<file path="src/rtl/lia_pkg.sv">
`timescale 1ns / 1ps
`default_nettype none
// ----------------------------------------------------------------------------
// Listener identifier allocator package
// Shared constants, status codes and types of the identifier allocator.
// ----------------------------------------------------------------------------
package lia_pkg;

    localparam int ID_COUNT = 256;
    localparam int ID_W     = 9;
    localparam int ADDR_W   = $clog2(ID_COUNT);
    localparam int CNT_W    = $clog2(ID_COUNT + 1);

    typedef logic [ID_W-1:0]   id_t;
    typedef logic [ADDR_W-1:0] addr_t;
    typedef logic [CNT_W-1:0]  count_t;
    typedef logic [1:0]        status_t;

    localparam status_t STATUS_OK          = 2'd0;
    localparam status_t STATUS_NOT_IN_USE  = 2'd1;
    localparam status_t STATUS_EXHAUSTED   = 2'd2;

    localparam logic ACTION_ALLOCATE = 1'b0;
    localparam logic ACTION_RELEASE  = 1'b1;

    typedef enum logic [1:0] {
        ST_IDLE = 2'b01,
        ST_EXEC = 2'b10
    } state_t;

endpackage : lia_pkg
`default_nettype wire

</file>
<file path="src/rtl/lia_fifo.sv">
`timescale 1ns / 1ps
`default_nettype none
// ----------------------------------------------------------------------------
// Recycle FIFO
// Memory of released identifiers with head, tail and fill count; the head
// entry is read into an output register when rd_en is set.
// ----------------------------------------------------------------------------
module lia_fifo
    import lia_pkg::*;
(
    input  wire logic clk,
    input  wire logic rst_n,
    input  wire logic rd_en,
    input  wire logic pop,
    input  wire logic push,
    input  wire id_t  push_id,
    output id_t       rd_data,
    output logic      not_empty
);

    localparam addr_t LAST_ADDR = ADDR_W'(ID_COUNT - 1);

    id_t    mem [ID_COUNT];
    id_t    rd_data_reg;
    addr_t  head_reg, head_next;
    addr_t  tail_reg, tail_next;
    count_t count_reg, count_next;

    always_comb
    begin
        head_next  = head_reg;
        tail_next  = tail_reg;
        count_next = count_reg;
        if (pop)
        begin
            head_next = (head_reg == LAST_ADDR) ? '0 : head_reg + 1'b1;
        end
        if (push)
        begin
            tail_next = (tail_reg == LAST_ADDR) ? '0 : tail_reg + 1'b1;
        end
        if (push && !pop)
        begin
            count_next = count_reg + 1'b1;
        end
        else if (pop && !push)
        begin
            count_next = count_reg - 1'b1;
        end
    end

    always_ff @(posedge clk or negedge rst_n)
    begin
        if (!rst_n)
        begin
            head_reg  <= '0;
            tail_reg  <= '0;
            count_reg <= '0;
        end
        else
        begin
            head_reg  <= head_next;
            tail_reg  <= tail_next;
            count_reg <= count_next;
        end
    end

    always_ff @(posedge clk)
    begin
        if (push)
        begin
            mem[tail_reg] <= push_id;
        end
        if (rd_en)
        begin
            rd_data_reg <= mem[head_reg];
        end
    end

    assign rd_data   = rd_data_reg;
    assign not_empty = (count_reg != '0);

endmodule : lia_fifo
`default_nettype wire

</file>
<file path="src/rtl/lia_map.sv">
`timescale 1ns / 1ps
`default_nettype none
// ----------------------------------------------------------------------------
// In-use map
// One bit per identifier in a memory with one write port and one registered
// read port.
// ----------------------------------------------------------------------------
module lia_map
    import lia_pkg::*;
(
    input  wire logic  clk,
    input  wire logic  rd_en,
    input  wire addr_t rd_addr,
    input  wire logic  wr_en,
    input  wire addr_t wr_addr,
    input  wire logic  wr_data,
    output logic       rd_data
);

    logic mem [ID_COUNT];
    logic rd_data_reg;

    always_ff @(posedge clk)
    begin
        if (wr_en)
        begin
            mem[wr_addr] <= wr_data;
        end
        if (rd_en)
        begin
            rd_data_reg <= mem[rd_addr];
        end
    end

    assign rd_data = rd_data_reg;

endmodule : lia_map
`default_nettype wire

</file>
<file path="src/rtl/listener_id_allocator.sv">
`timescale 1ns / 1ps
`default_nettype none
// ----------------------------------------------------------------------------
// Listener identifier allocator
// Hands out identifiers from 1 to 256, recycling released ones oldest first.
// ----------------------------------------------------------------------------
// At acceptance the recycle FIFO head and the in-use bit of the given
// identifier are read from their memories; in the execute state the result is
// formed, both memories are written back and the response is placed in the
// output register. A response that is not taken holds the execute state, and
// a new transfer is accepted only in the idle state. Identifiers at or above
// the fresh counter have never been handed out and read as not in use, so no
// clearing pass is needed after reset. Once all 256 fresh identifiers are used
// and the FIFO is empty, an allocation answers with the exhausted status.
// ----------------------------------------------------------------------------
module listener_id_allocator
    import lia_pkg::*;
(
    input  wire logic        clk,
    input  wire logic        rst_n,
    input  wire logic        s_tvalid,
    output logic             s_tready,
    input  wire logic [15:0] s_tdata,   // action [0], release_id [9:1], zeros
    output logic             m_tvalid,
    input  wire logic        m_tready,
    output logic [15:0]      m_tdata    // granted_id [8:0], status [10:9], zeros
);

    state_t  state_reg, state_next;
    logic    action_reg;
    id_t     rid_reg;
    id_t     fresh_reg, fresh_next;
    logic    m_tvalid_reg, m_tvalid_next;
    id_t     granted_reg, granted_next;
    status_t status_reg, status_next;

    logic    accept;
    logic    finish;
    id_t     in_rid;
    logic    fifo_pop, fifo_push, fifo_not_empty;
    id_t     fifo_rd_data;
    logic    map_wr_en, map_wr_data, map_rd_data;
    addr_t   map_wr_addr;
    logic    rid_in_use;

    assign in_rid   = s_tdata[9:1];
    assign s_tready = (state_reg == ST_IDLE);
    assign accept   = s_tvalid && s_tready;
    assign finish   = (state_reg == ST_EXEC) && (!m_tvalid_reg || m_tready);

    assign rid_in_use = (rid_reg != '0) && (rid_reg < fresh_reg) && map_rd_data;

    always_comb
    begin
        fresh_next    = fresh_reg;
        granted_next  = granted_reg;
        status_next   = status_reg;
        m_tvalid_next = m_tvalid_reg && !m_tready;
        fifo_pop      = 1'b0;
        fifo_push     = 1'b0;
        map_wr_en     = 1'b0;
        map_wr_addr   = ADDR_W'(rid_reg - 1'b1);
        map_wr_data   = 1'b0;
        if (finish)
        begin
            m_tvalid_next = 1'b1;
            granted_next  = '0;
            status_next   = STATUS_OK;
            if (action_reg == ACTION_ALLOCATE)
            begin
                if (fifo_not_empty)
                begin
                    granted_next = fifo_rd_data;
                    fifo_pop     = 1'b1;
                    map_wr_en    = 1'b1;
                end
                else if (fresh_reg <= ID_W'(ID_COUNT))
                begin
                    granted_next = fresh_reg;
                    fresh_next   = fresh_reg + 1'b1;
                    map_wr_en    = 1'b1;
                end
                else
                begin
                    status_next = STATUS_EXHAUSTED;
                end
                map_wr_addr = ADDR_W'(granted_next - 1'b1);
                map_wr_data = 1'b1;
            end
            else if (rid_in_use)
            begin
                map_wr_en = 1'b1;
                fifo_push = 1'b1;
            end
            else
            begin
                status_next = STATUS_NOT_IN_USE;
            end
        end
    end

    always_comb
    begin
        state_next = state_reg;
        unique case (state_reg)
            ST_IDLE:
            begin
                if (accept)
                begin
                    state_next = ST_EXEC;
                end
            end
            ST_EXEC:
            begin
                if (finish)
                begin
                    state_next = ST_IDLE;
                end
            end
            default:
            begin
                state_next = ST_IDLE;
            end
        endcase
    end

    always_ff @(posedge clk or negedge rst_n)
    begin
        if (!rst_n)
        begin
            state_reg    <= ST_IDLE;
            fresh_reg    <= ID_W'(1);
            m_tvalid_reg <= 1'b0;
        end
        else
        begin
            state_reg    <= state_next;
            fresh_reg    <= fresh_next;
            m_tvalid_reg <= m_tvalid_next;
        end
    end

    always_ff @(posedge clk)
    begin
        if (accept)
        begin
            action_reg <= s_tdata[0];
            rid_reg    <= in_rid;
        end
        granted_reg <= granted_next;
        status_reg  <= status_next;
    end

    lia_fifo u_fifo (
        .clk       (clk),
        .rst_n     (rst_n),
        .rd_en     (accept),
        .pop       (fifo_pop),
        .push      (fifo_push),
        .push_id   (rid_reg),
        .rd_data   (fifo_rd_data),
        .not_empty (fifo_not_empty)
    );

    lia_map u_map (
        .clk     (clk),
        .rd_en   (accept),
        .rd_addr (ADDR_W'(in_rid - 1'b1)),
        .wr_en   (map_wr_en),
        .wr_addr (map_wr_addr),
        .wr_data (map_wr_data),
        .rd_data (map_rd_data)
    );

    assign m_tvalid = m_tvalid_reg;
    assign m_tdata  = {5'b0, status_reg, granted_reg};

    a_accept_to_exec: assert property (@(posedge clk) disable iff (!rst_n)
        accept |=> (state_reg == ST_EXEC))
        else $error("Accepted transfer did not enter the execute state.");

    a_finish_gives_response: assert property (@(posedge clk) disable iff (!rst_n)
        finish |=> m_tvalid_reg)
        else $error("Completed transfer produced no response.");

    a_fresh_steps_by_one: assert property (@(posedge clk) disable iff (!rst_n)
        (fresh_reg != $past(fresh_reg)) |-> (fresh_reg == $past(fresh_reg) + 1'b1))
        else $error("Fresh counter moved by other than one.");

endmodule : listener_id_allocator
`default_nettype wire

</file>
<file path="config.mk">
export PLATFORM = sky130hd
export DESIGN_NAME = listener_id_allocator
export DESIGN_NICKNAME = d
export VERILOG_FILES = /design/src/rtl/lia_pkg.sv /design/src/rtl/lia_fifo.sv /design/src/rtl/lia_map.sv /design/src/rtl/listener_id_allocator.sv
export SDC_FILE = /design/constraint.sdc
export NUM_CORES = 2
export LEC_CHECK = 0
export BUFFER_PORTS_ARGS = -buffer_cell sky130_fd_sc_hd__clkbuf_2
export CELL_PAD_IN_SITES_DETAIL_PLACEMENT = 1
export CELL_PAD_IN_SITES_GLOBAL_PLACEMENT = 1
export CORE_MARGIN = 2
export CORE_UTILIZATION = 45
export CTS_CLUSTER_DIAMETER = 200
export DETAILED_ROUTE_END_ITERATION = 12
export MAX_ROUTING_LAYER = met4
export PLACE_DENSITY = 0.65
export SLEW_MARGIN = 20
export SYNTH_ARGS = -nofsm -noshare
export SYNTH_HDL_FRONTEND = slang
export SYNTH_SLANG_ARGS = --single-unit
</file>
<file path="constraint.sdc">
create_clock -name clk -period 13.37 [get_ports clk]
set_input_delay 2.674 -clock clk [delete_from_list [all_inputs] [get_ports clk]]
set_output_delay 2.674 -clock clk [all_outputs]
set_load 0.005 [all_outputs]
</file>
==> metrics.txt <==
Final Worst Setup Slack 7.27 ns; Core ar. 230000 sq um; CP max FO 94; final WL 258000 um; routed vias/inst 6.01; clk_lat worst skew 0.92 ns; worst reg2reg endpoint u_fifo.mem[48][6]; Min-Delay Endpoint u_fifo.count_reg[8]; Worst Path Required 13.89 ns; starting density of the core 0.452; PD cells 183 nW/um^2; WL per Instance 31.1 um; r2r setup slk 7.27 ns; dpl hpwl 150000 um; Rel. slew slack 0.164; biggest regs u_fifo.mem: 2304 flops, u_map.mem: 256 flops; # clock sinks 2628; CTS Buffer Depth 4; count of cell types in the netlist 83; Clock Skews 0.0540 ns; fmax 164 MHz; outcome completed; area of the multi-input gates 24000 sq um; Area contributors post-synth edfxtp_1 (75%), mux4_2 (17%), nor2_1 (2.0%), dfrtp_1 (0.84%), clkbuf_1 (0.57%); share of cells above drive strength 1 0.250; share of the synthesized area in the top cell type 0.748; drt first pass iters 5; Post-DRT Antenna Nets 0; DRC 0; post_cts resized 0; port bufs 26; clk root buf clkbuf_16; Critical path origin rid_reg[0]; initial drt markers 5049; TritonCTS clock tree done; largest reg by FF count u_fifo.mem; Rows 176; Global Route Usage Sum 0.226; Primary FF master, synth edfxtp_1; worst path arrival time 6.62 ns; Max Cap Viol 0; CTS Buf Count 291; postcts setup bufs 0; setup violators final 0; H-Tree Depth 5; via count 49800; hold buffers post-CTS 0; Setup crit start kind flip-flop; worst r2r src rid_reg[0]; Reg clk slew, reported paths 0.06 ns; area taken by flip-flops and latches 78800 sq um; fill cell count 20200; most common cell after layout, fill and taps aside edfxtp_1; Post-Syn Area per Cell 21.1 sq um; Max Slew Vio Count 0; fin area 116000 sq um; RD Place Congestion 0.817; I/O pins 38; synth-to-layout area growth 12.0%; Yosys reg bits 2628; max reg flops 2304; Die Wd 485 um; vias in the first global route 51800; min cycle time layout 6.10 ns; CP Capture Type flip-flop; Synth Instances 4933; Worst Reg2Reg Path Length in Cells 14; initial antenna violation count 14; Post-Syn Area 104000 sq um; Post-DP Area 108000 sq um; peak supply drop 188 uV; sum of negative setup slack 0 ns; Final nets 5112; Worst Tran Pin Value 1.25 ns; sequential fraction of the synthesis area 0.757; pre-CTS WS 6.38 ns; yosys synthesis warning count 0; Post-synth EDFFs 2591; most frequent cells in the layout edfxtp_1 (2591), mux4_2 (773), nor2_1 (542), clkbuf_16 (296), nand2_1 (149); period utilization 0.456; Die Y 485 um; Synth area leader edfxtp_1; critical path type flip-flop to flip-flop; grt total ovfl 0; leakage 35.2 nW; depth of the worst hold-timing path 1; final hold viol count 0; die area 235000 sq um; Hold Startpoint u_fifo.count_reg[8]; unrepaired setup endpoints after global routing no; first-pass GRT wire length 376000 um; ys async rst share 0.0141; Hold Crit Class flip-flop to flip-flop; pin count of the biggest net entering global routing 193
-- per-stage QoR --
step	hold WS, ns	power, mW	util	instances
3_3_place_gp	0.491	14.0	0.468	7795
5_1_grt	0.540	22.0	0.507	8292
2_1_floorplan	0.469	12.6	-	4937
4_1_cts	0.511	21.6	0.506	8287
6_report	0.515	21.4	0.507	8292
3_5_place_dp	0.498	14.1	0.468	7795
-- cell type report --
class / instances / share of cell area
inverter: 29 / 0.000978
timing repair buffer: 119 / 0.00912
tap: 3026 / 0.0325
clock inverter: 129 / 0.00885
antenna: 3 / 0.0000645
multi-input combinational: 1995 / 0.206
sequential: 2628 / 0.676
clock buffer: 363 / 0.0662
-- worst max-delay path: stages (launching register included) --
cell      delay, ns
edfxtp_1       0.38
buf_12         0.22
buf_4          0.77
inv_1          0.21
ha_1           0.26
nor4b_1        0.13
nand2_1        0.11
nand4b_1       0.14
a21oi_1        0.27
and3_1         0.22
buf_4          0.32
and2_1         0.43
nand3b_1       0.78
buf_4          0.56
nor2_1         0.78
-- synthesized netlist by cell type (all sizes together), types with 14 or more instances --
cell type  count
nand2        149
nor2b         19
mux4         773
and2          14
o22ai         23
ha            27
a22oi         20
a21oi         19
buf          128
mux2i         51
nand4         21
nand3         79
nor3          24
nor2         543
inv           28
dfrtp         35
edfxtp      2591
xnor2         27
clkbuf       157
o21ai         36
-- worst max-delay path by stage --
stage / cells after the start / end / slack (ns)
3_3_place_gp: 10 / u_fifo.mem[49][0] / 6.47
4_1_cts: 14 / u_fifo.mem[17][2] / 6.72
6_report: 14 / u_fifo.mem[48][6] / 7.27
3_5_place_dp: 10 / u_fifo.mem[17][1] / 6.38
2_1_floorplan: 9 / u_map.mem[251] / 5.42
5_1_grt: 14 / u_fifo.mem[48][6] / 6.93
-- power breakdown --
| group | switching [mW] | internal [mW] | leakage [nW] |
|---|---|---|---|
| logic | 2.49 | 2.09 | 7.11 |
| clock network | 3.14 | 4.37 | 4.27 |
| registers | 0.130 | 9.14 | 23.9 |
| total | 5.76 | 15.6 | 35.2 |
-- kinds of logic (layout without fill, tap and decap cells) --
| family | count (synthesis) | after routing | share of synthesized area |
|---|---|---|---|
| flip-flops | 2628 | 2628 | 0.757 |
| AND/OR/NAND/NOR | 915 | 915 | 0.0383 |
| multiplexers | 827 | 827 | 0.173 |
| buffers and inverters | 314 | 640 | 0.0127 |
| AO/OA/AOI/OAI | 185 | 185 | 0.0128 |
| XOR/XNOR | 35 | 35 | 0.00295 |
| adder cells (fa/ha/maj) | 28 | 28 | 0.00344 |
| other | 1 | 8 | 0.0000361 |
-- metal layers --
layer | vias to the layer above | global-route usage | wire length, um
met3 | 397 | 0.0368 | 16200
met1 | 27100 | 0.319 | 111000
met4 | 0 | 0.0577 | 6400
met2 | 1652 | 0.348 | 124000
li1 | 20700 | - | -
met5 | - | - | 0
Power figures use the tool's default switching activity.
